File: src/pcdp_pkg.sv
// ----------------------------------------------------------------------------
// pcdp_pkg
// Types and constants shared by the pattern cell delta packer modules.
// ----------------------------------------------------------------------------
`default_nettype none

package pcdp_pkg;

    localparam int FIELD_COUNT    = 6;
    localparam int BYTE_W         = 8;
    localparam int CELL_W         = FIELD_COUNT * BYTE_W;
    localparam int NUM_SLOTS      = 9;
    localparam int CFG_IDX_W      = 1;
    localparam int CFG_DATA_W     = 8;
    localparam int CHAN_FLAG_BIT  = 7;

    // byte slots of one transaction's output, in emit order
    localparam int SLOT_CHAN      = 0;
    localparam int SLOT_MASK      = 1;
    localparam int SLOT_FIELD0    = 2;
    localparam int SLOT_ROW_END   = 8;

    // diff-mask bit positions
    localparam int FLD_NOTE       = 0;
    localparam int FLD_INSTRUMENT = 1;
    localparam int FLD_VOL_CMD    = 2;
    localparam int FLD_VOL_VAL    = 3;
    localparam int FLD_FX_CMD     = 4;
    localparam int FLD_FX_PARAM   = 5;

    localparam logic [7:0] PC_NOTE_RESET        = 8'd252;
    localparam logic [7:0] PC_SMOOTH_NOTE_RESET = 8'd251;

    typedef enum logic [CFG_IDX_W-1:0] {
        CFG_PC_NOTE        = 1'b0,
        CFG_PC_SMOOTH_NOTE = 1'b1
    } cfg_idx_t;

    typedef struct packed {
        logic [5:0] channel;
        logic [7:0] note;
        logic [7:0] instrument;
        logic [7:0] volume_command;
        logic [7:0] volume_value;
        logic [7:0] effect_command;
        logic [7:0] effect_param;
        logic       row_end;
        logic       pattern_start;
    } in_t;

    typedef struct packed {
        logic [7:0] out_byte;
        logic       last_byte;
    } out_t;

    typedef logic [FIELD_COUNT-1:0][BYTE_W-1:0] cell_t;

    typedef struct packed {
        logic [7:0]             chan_byte;
        logic [FIELD_COUNT-1:0] mask;
        cell_t                  fields;
        logic                   kept;
        logic                   row_end;
    } pack_t;

endpackage

`default_nettype wire

File: src/pcdp_ram.sv
// ----------------------------------------------------------------------------
// pcdp_ram
// Generic single-write, single-read RAM with registered read data.
// ----------------------------------------------------------------------------
`default_nettype none

module pcdp_ram #(
    parameter int WIDTH = 48,
    parameter int DEPTH = 64,
    parameter int AW    = (DEPTH > 1) ? $clog2(DEPTH) : 1
) (
    input  wire logic             aclk,
    input  wire logic             we,
    input  wire logic [AW-1:0]    waddr,
    input  wire logic [WIDTH-1:0] wdata,
    input  wire logic             re,
    input  wire logic [AW-1:0]    raddr,
    output logic      [WIDTH-1:0] rdata
);

    logic [WIDTH-1:0] mem [DEPTH];

    always_ff @(posedge aclk) begin
        if (we) begin
            mem[waddr] <= wdata;
        end
        if (re) begin
            rdata <= mem[raddr];
        end
    end

endmodule

`default_nettype wire

File: src/pcdp_diff.sv
// ----------------------------------------------------------------------------
// pcdp_diff
// Cell stage: reads the channel's last cell, compares, writes back and
// keeps the per-channel valid bits.
// ----------------------------------------------------------------------------
`default_nettype none

module pcdp_diff #(
    parameter int CHANNELS = 64,
    parameter int CW       = (CHANNELS > 1) ? $clog2(CHANNELS) : 1
) (
    input  wire logic            aclk,
    input  wire logic            aresetn,
    input  wire logic            s_valid,
    output logic                 s_ready,
    input  wire pcdp_pkg::in_t   s_data,
    input  wire logic [7:0]      pc_note,
    input  wire logic [7:0]      pc_smooth_note,
    output logic                 pk_valid,
    input  wire logic            pk_ready,
    output pcdp_pkg::pack_t      pk_data
);

    logic                  st_valid_reg;
    pcdp_pkg::in_t         st_item_reg;
    logic                  fwd_hit_reg, fwd_hit_next;
    pcdp_pkg::cell_t       fwd_cell_reg;
    logic [CHANNELS-1:0]   valid_reg, valid_next;
    logic [pcdp_pkg::CELL_W-1:0] rd_data;
    pcdp_pkg::cell_t       cur_cell, prev_cell;
    logic [CW-1:0]         st_addr, s_addr;
    logic                  in_range, kept, changed, ch_valid, advance, accept;
    logic [pcdp_pkg::FIELD_COUNT-1:0] mask;
    logic [7:0]            ch_plus;

    assign st_addr  = st_item_reg.channel[CW-1:0];
    assign s_addr   = s_data.channel[CW-1:0];
    assign advance  = st_valid_reg && pk_ready;
    assign s_ready  = !st_valid_reg || advance;
    assign accept   = s_valid && s_ready;

    always_comb begin
        cur_cell[pcdp_pkg::FLD_NOTE]       = st_item_reg.note;
        cur_cell[pcdp_pkg::FLD_INSTRUMENT] = st_item_reg.instrument;
        cur_cell[pcdp_pkg::FLD_VOL_CMD]    = st_item_reg.volume_command;
        cur_cell[pcdp_pkg::FLD_VOL_VAL]    = st_item_reg.volume_value;
        cur_cell[pcdp_pkg::FLD_FX_CMD]     = st_item_reg.effect_command;
        cur_cell[pcdp_pkg::FLD_FX_PARAM]   = st_item_reg.effect_param;

        in_range = 7'(st_item_reg.channel) < 7'(CHANNELS);
        kept     = in_range && ((st_item_reg.note == pc_note) ||
                                (st_item_reg.note == pc_smooth_note));
        ch_valid = in_range && !st_item_reg.pattern_start && valid_reg[st_addr];

        if (!ch_valid) begin
            prev_cell = '0;
        end else if (fwd_hit_reg) begin
            prev_cell = fwd_cell_reg;
        end else begin
            prev_cell = pcdp_pkg::cell_t'(rd_data);
        end

        for (int i = 0; i < pcdp_pkg::FIELD_COUNT; i++) begin
            mask[i] = prev_cell[i] != cur_cell[i];
        end
        changed = kept && (mask != '0);

        ch_plus = 8'(st_item_reg.channel) + 8'd1;
        pk_data.chan_byte = ch_plus;
        pk_data.chan_byte[pcdp_pkg::CHAN_FLAG_BIT] = changed;
        pk_data.mask      = changed ? mask : '0;
        pk_data.fields    = cur_cell;
        pk_data.kept      = kept;
        pk_data.row_end   = st_item_reg.row_end;

        valid_next = valid_reg;
        if (advance) begin
            if (st_item_reg.pattern_start) begin
                valid_next = '0;
            end
            if (changed) begin
                valid_next[st_addr] = 1'b1;
            end
        end

        // same-edge write to the entry being read: take the written cell
        fwd_hit_next = advance && changed && (st_addr == s_addr);
    end

    assign pk_valid = st_valid_reg;

    pcdp_ram #(
        .WIDTH (pcdp_pkg::CELL_W),
        .DEPTH (CHANNELS),
        .AW    (CW)
    ) u_last_cell (
        .aclk  (aclk),
        .we    (advance && changed),
        .waddr (st_addr),
        .wdata (cur_cell),
        .re    (accept),
        .raddr (s_addr),
        .rdata (rd_data)
    );

    always_ff @(posedge aclk) begin
        if (!aresetn) begin
            st_valid_reg <= 1'b0;
            valid_reg    <= '0;
            fwd_hit_reg  <= 1'b0;
        end else begin
            valid_reg <= valid_next;
            if (accept) begin
                st_valid_reg <= 1'b1;
                fwd_hit_reg  <= fwd_hit_next;
            end else if (advance) begin
                st_valid_reg <= 1'b0;
            end
        end
    end

    always_ff @(posedge aclk) begin
        if (accept) begin
            st_item_reg  <= s_data;
            fwd_cell_reg <= cur_cell;
        end
    end

endmodule

`default_nettype wire

File: src/pcdp_serial.sv
// ----------------------------------------------------------------------------
// pcdp_serial
// Byte serializer: emits one transaction's bytes in order through an
// output register, one byte per cycle unless m_ready stalls it.
// ----------------------------------------------------------------------------
`default_nettype none

module pcdp_serial (
    input  wire logic              aclk,
    input  wire logic              aresetn,
    input  wire logic              pk_valid,
    output logic                   pk_ready,
    input  wire pcdp_pkg::pack_t   pk_data,
    output logic                   m_valid,
    input  wire logic              m_ready,
    output pcdp_pkg::out_t         m_data
);

    logic [pcdp_pkg::NUM_SLOTS-1:0] pend_reg, pend_next, pend_left, sel;
    pcdp_pkg::pack_t                hold_reg;
    logic                           out_valid_reg;
    pcdp_pkg::out_t                 out_reg, out_next;
    logic                           emit, load;
    logic [pcdp_pkg::NUM_SLOTS-1:0] new_pend;

    always_comb begin
        emit = (pend_reg != '0) && (!out_valid_reg || m_ready);

        sel = '0;
        for (int i = pcdp_pkg::NUM_SLOTS - 1; i >= 0; i--) begin
            if (pend_reg[i]) begin
                sel = '0;
                sel[i] = 1'b1;
            end
        end

        pend_left = emit ? (pend_reg & ~sel) : pend_reg;
        pk_ready  = pend_left == '0;
        load      = pk_valid && pk_ready;

        new_pend = '0;
        new_pend[pcdp_pkg::SLOT_CHAN] = pk_data.kept;
        new_pend[pcdp_pkg::SLOT_MASK] = pk_data.mask != '0;
        for (int i = 0; i < pcdp_pkg::FIELD_COUNT; i++) begin
            new_pend[pcdp_pkg::SLOT_FIELD0 + i] = pk_data.mask[i];
        end
        new_pend[pcdp_pkg::SLOT_ROW_END] = pk_data.row_end;

        pend_next = load ? new_pend : pend_left;

        out_next.out_byte = '0;
        for (int i = 0; i < pcdp_pkg::FIELD_COUNT; i++) begin
            if (sel[pcdp_pkg::SLOT_FIELD0 + i]) begin
                out_next.out_byte = hold_reg.fields[i];
            end
        end
        if (sel[pcdp_pkg::SLOT_CHAN]) begin
            out_next.out_byte = hold_reg.chan_byte;
        end
        if (sel[pcdp_pkg::SLOT_MASK]) begin
            out_next.out_byte = 8'(hold_reg.mask);
        end
        out_next.last_byte = (pend_reg & ~sel) == '0;
    end

    always_ff @(posedge aclk) begin
        if (!aresetn) begin
            pend_reg      <= '0;
            out_valid_reg <= 1'b0;
        end else begin
            pend_reg <= pend_next;
            if (emit) begin
                out_valid_reg <= 1'b1;
            end else if (m_ready) begin
                out_valid_reg <= 1'b0;
            end
        end
    end

    always_ff @(posedge aclk) begin
        if (load) begin
            hold_reg <= pk_data;
        end
        if (emit) begin
            out_reg <= out_next;
        end
    end

    assign m_valid = out_valid_reg;
    assign m_data  = out_reg;

endmodule

`default_nettype wire

File: src/pattern_cell_delta_packer_core.sv
// ----------------------------------------------------------------------------
// pattern_cell_delta_packer_core
// Packs pattern cells into a delta-coded byte stream against the last cell
// stored per channel.
//
//   channel   dir  ports                        transaction
//   s_        in   s_valid s_ready s_data       one pattern cell
//   m_        out  m_valid m_ready m_data       one packed byte
//   cfg_      in   cfg_we cfg_index cfg_wdata   one register write
//
// A cell yields 0 to 9 output bytes; the output port takes one byte per cycle
// while m_ready is high, and the next cell waits in the diff stage meanwhile.
// The first byte passes the diff stage, hold and output registers in order.
// The last-cell RAM needs no clear after reset; per-channel valid flops
// reset and pattern_start clear at once.
// A stalled m_ready holds the output register and backs up into s_ready.
// ----------------------------------------------------------------------------
`default_nettype none

module pattern_cell_delta_packer_core #(
    parameter int CHANNELS = 64
) (
    input  wire logic                              aclk,
    input  wire logic                              aresetn,
    input  wire logic                              s_valid,
    output logic                                   s_ready,
    input  wire pcdp_pkg::in_t                     s_data,
    output logic                                   m_valid,
    input  wire logic                              m_ready,
    output pcdp_pkg::out_t                         m_data,
    input  wire logic                              cfg_we,
    input  wire logic [pcdp_pkg::CFG_IDX_W-1:0]    cfg_index,
    input  wire logic [pcdp_pkg::CFG_DATA_W-1:0]   cfg_wdata
);

    logic [7:0]      pc_note_reg, pc_smooth_note_reg;
    logic            pk_valid, pk_ready;
    pcdp_pkg::pack_t pk_data;

    always_ff @(posedge aclk) begin
        if (!aresetn) begin
            pc_note_reg        <= pcdp_pkg::PC_NOTE_RESET;
            pc_smooth_note_reg <= pcdp_pkg::PC_SMOOTH_NOTE_RESET;
        end else if (cfg_we) begin
            case (cfg_index)
                pcdp_pkg::CFG_PC_NOTE:        pc_note_reg        <= cfg_wdata;
                pcdp_pkg::CFG_PC_SMOOTH_NOTE: pc_smooth_note_reg <= cfg_wdata;
                default: begin
                end
            endcase
        end
    end

    pcdp_diff #(
        .CHANNELS (CHANNELS)
    ) u_diff (
        .aclk           (aclk),
        .aresetn        (aresetn),
        .s_valid        (s_valid),
        .s_ready        (s_ready),
        .s_data         (s_data),
        .pc_note        (pc_note_reg),
        .pc_smooth_note (pc_smooth_note_reg),
        .pk_valid       (pk_valid),
        .pk_ready       (pk_ready),
        .pk_data        (pk_data)
    );

    pcdp_serial u_serial (
        .aclk     (aclk),
        .aresetn  (aresetn),
        .pk_valid (pk_valid),
        .pk_ready (pk_ready),
        .pk_data  (pk_data),
        .m_valid  (m_valid),
        .m_ready  (m_ready),
        .m_data   (m_data)
    );

endmodule

`default_nettype wire
File: config.mk
export PLATFORM = sky130hd
export DESIGN_NAME = pattern_cell_delta_packer_core
export DESIGN_NICKNAME = d
export VERILOG_FILES = /design/src/pcdp_pkg.sv /design/src/pcdp_ram.sv /design/src/pcdp_diff.sv /design/src/pcdp_serial.sv /design/src/pattern_cell_delta_packer_core.sv
export SDC_FILE = /design/constraint.sdc
export NUM_CORES = 2
export LEC_CHECK = 0
export BUFFER_PORTS_ARGS = -buffer_cell sky130_fd_sc_hd__clkbuf_2
export CORE_MARGIN = 5
export CORE_UTILIZATION = 50
export CTS_CLUSTER_SIZE = 24
export DETAILED_ROUTE_END_ITERATION = 10
export PLACE_DENSITY = 0.67
export RECOVER_POWER = 100
export SYNTH_ARGS = -nofsm -noshare
export SYNTH_HDL_FRONTEND = slang
export SYNTH_SLANG_ARGS = --single-unit
File: constraint.sdc
create_clock -name aclk -period 14.7 [get_ports aclk]
set_clock_uncertainty 0.1 [all_clocks]
set_input_delay 1.47 -clock aclk [delete_from_list [all_inputs] [get_ports aclk]]
set_output_delay 1.47 -clock aclk [all_outputs]
set_load 0.01 [all_outputs]
==> reports/qor.txt <==
# DRC - 0
Final worst slack - 4.34 ns
GRT Resource Usage Total - 27.4%
Total gr overflow - 0
Mean post-synth cell area - 23.5 sq um
Hold path start - u_diff.valid_reg[20]
Worst path arrival time - 10.78 ns
Yosys cell types - 80
ANT nets after route - 0
Placed wire-length estimate - 227000 um
Synth top cells by count - 3295 x edfxtp_1, 1002 x mux4_2, 194 x clkbuf_1
Nature of the critical path endpoint - flop
CTS tree - built
Worst Setup Start Kind - flop
CTS sink count - 3387
Placed Cells - 8918
First-pass GRT wire length - 512000 um
DRT iter0 DRCs - 10800
Register area share after synthesis - 77.7%
Worst Tran Pin Value - 5.61 ns
Total CTS buffers - 354
Final-report hold violation count - 0
Clock root cell - clkbuf_16
Max cap viols - 156
Routed len/inst - 39.2 um
Post-layout util - 56.0%
Clock buffer depth - 4
Setup-failing EPs final - 0
Most common cell in the synthesized netlist - edfxtp_1
Xor/xnor share of the synthesized area - 0.371%
Synth-to-layout area growth - 11.8%
Nets - 5944
Fmax - 96.5 MHz
# fillers - 18700
Crit share post-route - 70.5%
Routed via count - 63800
FF+latch count, synth - 3387
Largest family of logic cells by synthesized area - multiplexers
Fin cells - 9544
Chip Width - 519 um
Final Cell Area - 145000 sq um
HP Class - reg2reg
Initial antenna violation count - 60
WP data required - 15.11 ns
DR pass1 iterations - 6
FP Rows - 187
Mapped Area - 130000 sq um
Largest net degree at the start of global routing - 131
RSZ-0062 raised after global routing - false
FFs w/ async S/R, synth - 0%
Synth Net Count - 5594
Yosys top cell area share - 76.2%
Mux contribution to synthesized area - 18.0%
Setup crit start - u_diff.pk_data[7]
Worst setup path category - reg2reg
Final Max Slew Viols - 6365
Failing checks - capacitance limit, slew limit
Fraction of the mapped netlist area in adder cells - 0.0328%
Worst-skew pair later-pin latency - 0.98 ns
Number of flip-flops in the largest register - 3072
CTS resizes - 0
H-tree depth - 5
Layout cells sized above 1 - 26.5%
YS warnings - 0
Ys flop type - edfxtp_1
Tmin final - 10.36 ns
Vias in the first global route - 61000
Post-synthesis cell count - 5523
I/O Buffers - 80
Clock transition at the registers of the reported paths - 0.06 ns
Fin Setup TNS - 0 ns
Core box area - 259000 sq um
Worst-path fanout max - 130
RePlAce Congestion - 0.908
VDD IR max - 0.000129 V
Launching point of the worst reg2reg path - u_diff.pk_data[7]
Synth area leaders - edfxtp_1 76%, mux4_2 17%, dfxtp_1 1.4%
Number of enable flip-flop cells after synthesis - 3295
Relative slew slack - -274%
Post-CTS Setup Inserts - 0
Routed vias/inst - 6.68
Post-Synth Simple-Gate Area - 1.63%
Setup slack at placement - 7.91 ns
Die span in y - 519 um
Initial Util - 50.1%
PD cells - 140 nW/um^2
Post-CTS Hold Buffers - 0
Synth Area in Compound Gates - 1.32%
Leading area contributor after synthesis - edfxtp_1
Status - finished, violations left
I/O Pins - 81
Routed WL - 374000 um
Pleak - 44.3 nW
Placed cell areas - 135000 sq um
Die ar. - 270000 sq um
[final timing paths]
path | to | slack (ns) | cells after the start
worst max-delay path | u_diff.u_last_cell.mem[57][28] | 4.34 | 11
worst min-delay path | u_diff.valid_reg[20] | 0.35 | 2
worst max register to register | u_diff.u_last_cell.mem[57][28] | 4.34 | 11
worst min register to register | u_diff.valid_reg[20] | 0.35 | 2
[placed cells by master, fill, tap and decap left out, types with 23 or more instances in the layout]
master | Yosys | final
a21oi_1 | 33 | 33
buf_4 | 3 | 35
bufinv_16 | 0 | 23
clkbuf_1 | 194 | 267
clkbuf_16 | 0 | 356
clkbuf_2 | 3 | 55
clkinv_1 | 0 | 70
clkinv_2 | 0 | 50
dfxtp_1 | 92 | 91
edfxtp_1 | 3295 | 3295
mux2i_1 | 52 | 51
mux4_2 | 1002 | 1002
nand2_1 | 190 | 183
nand3_1 | 26 | 26
nor2_1 | 61 | 61
nor3_1 | 71 | 71
o21ai_0 | 63 | 73
o31ai_1 | 33 | 34
xor2_1 | 38 | 38
[kinds of logic (layout without fill, tap and decap cells)]
group                    Yosys count  count (layout)
other                              0              14
multiplexers                    1074            1074
flip-flops                      3387            3387
AND/OR/NAND/NOR                  443             443
buffers and inverters            314             919
XOR/XNOR                          55              55
adder cells (fa/ha/maj)            4               4
AO/OA/AOI/OAI                    246             246
[stage by stage]
| step | total power, mW | hold slack, ns |
|---|---|---|
| 2_1_floorplan | 11.5 | 0.317 |
| 3_3_place_gp | 12.0 | 0.335 |
| 3_5_place_dp | 12.0 | 0.342 |
| 4_1_cts | 20.3 | 0.353 |
| 5_1_grt | 20.8 | 0.380 |
| 6_report | 20.3 | 0.351 |
[layer usage]
metal	vias to the layer above	share of wire, %	track usage (%)
li1	24400	-	-
met1	34000	37	39.4
met2	4607	45	40.6
met3	678	14	8.55
met4	32	4.1	8.95
met5	-	0.071	0
[where the power goes]
group	total, mW	switching, mW	internal, mW	leakage (nW)
clock	8.46	3.61	4.85	5.23
combinational	1.10	0.737	0.364	8.59
sequential	10.7	0.0456	10.7	30.5
[critical path: stages, from the launching register on]
cell and delay (ns):
edfxtp_1 0.31, clkbuf_1 2.51, clkbuf_1 1.13, xor2_1 0.14, nor4_1 0.38, a22oi_1 0.17, clkbuf_1 0.40, nor2b_1 0.58
o31ai_1 0.23, buf_12 0.32, nor3_1 1.39, clkbuf_1 2.03
[final cells by class]
class	instances	area (sq um)	area share, %
Clock buffer	435	9240	6.37
Tap cell	3402	4260	2.94
Inverter	12	46.3	0.0319
Clock inverter	176	1490	1.02
Multi-Input combinational cell	1822	27700	19.1
Sequential cell	3387	101000	69.5
Timing Repair Buffer	296	1510	1.04
Antenna cell	14	35.0	0.0242
No activity file was read; power rests on OpenSTA's default activity.
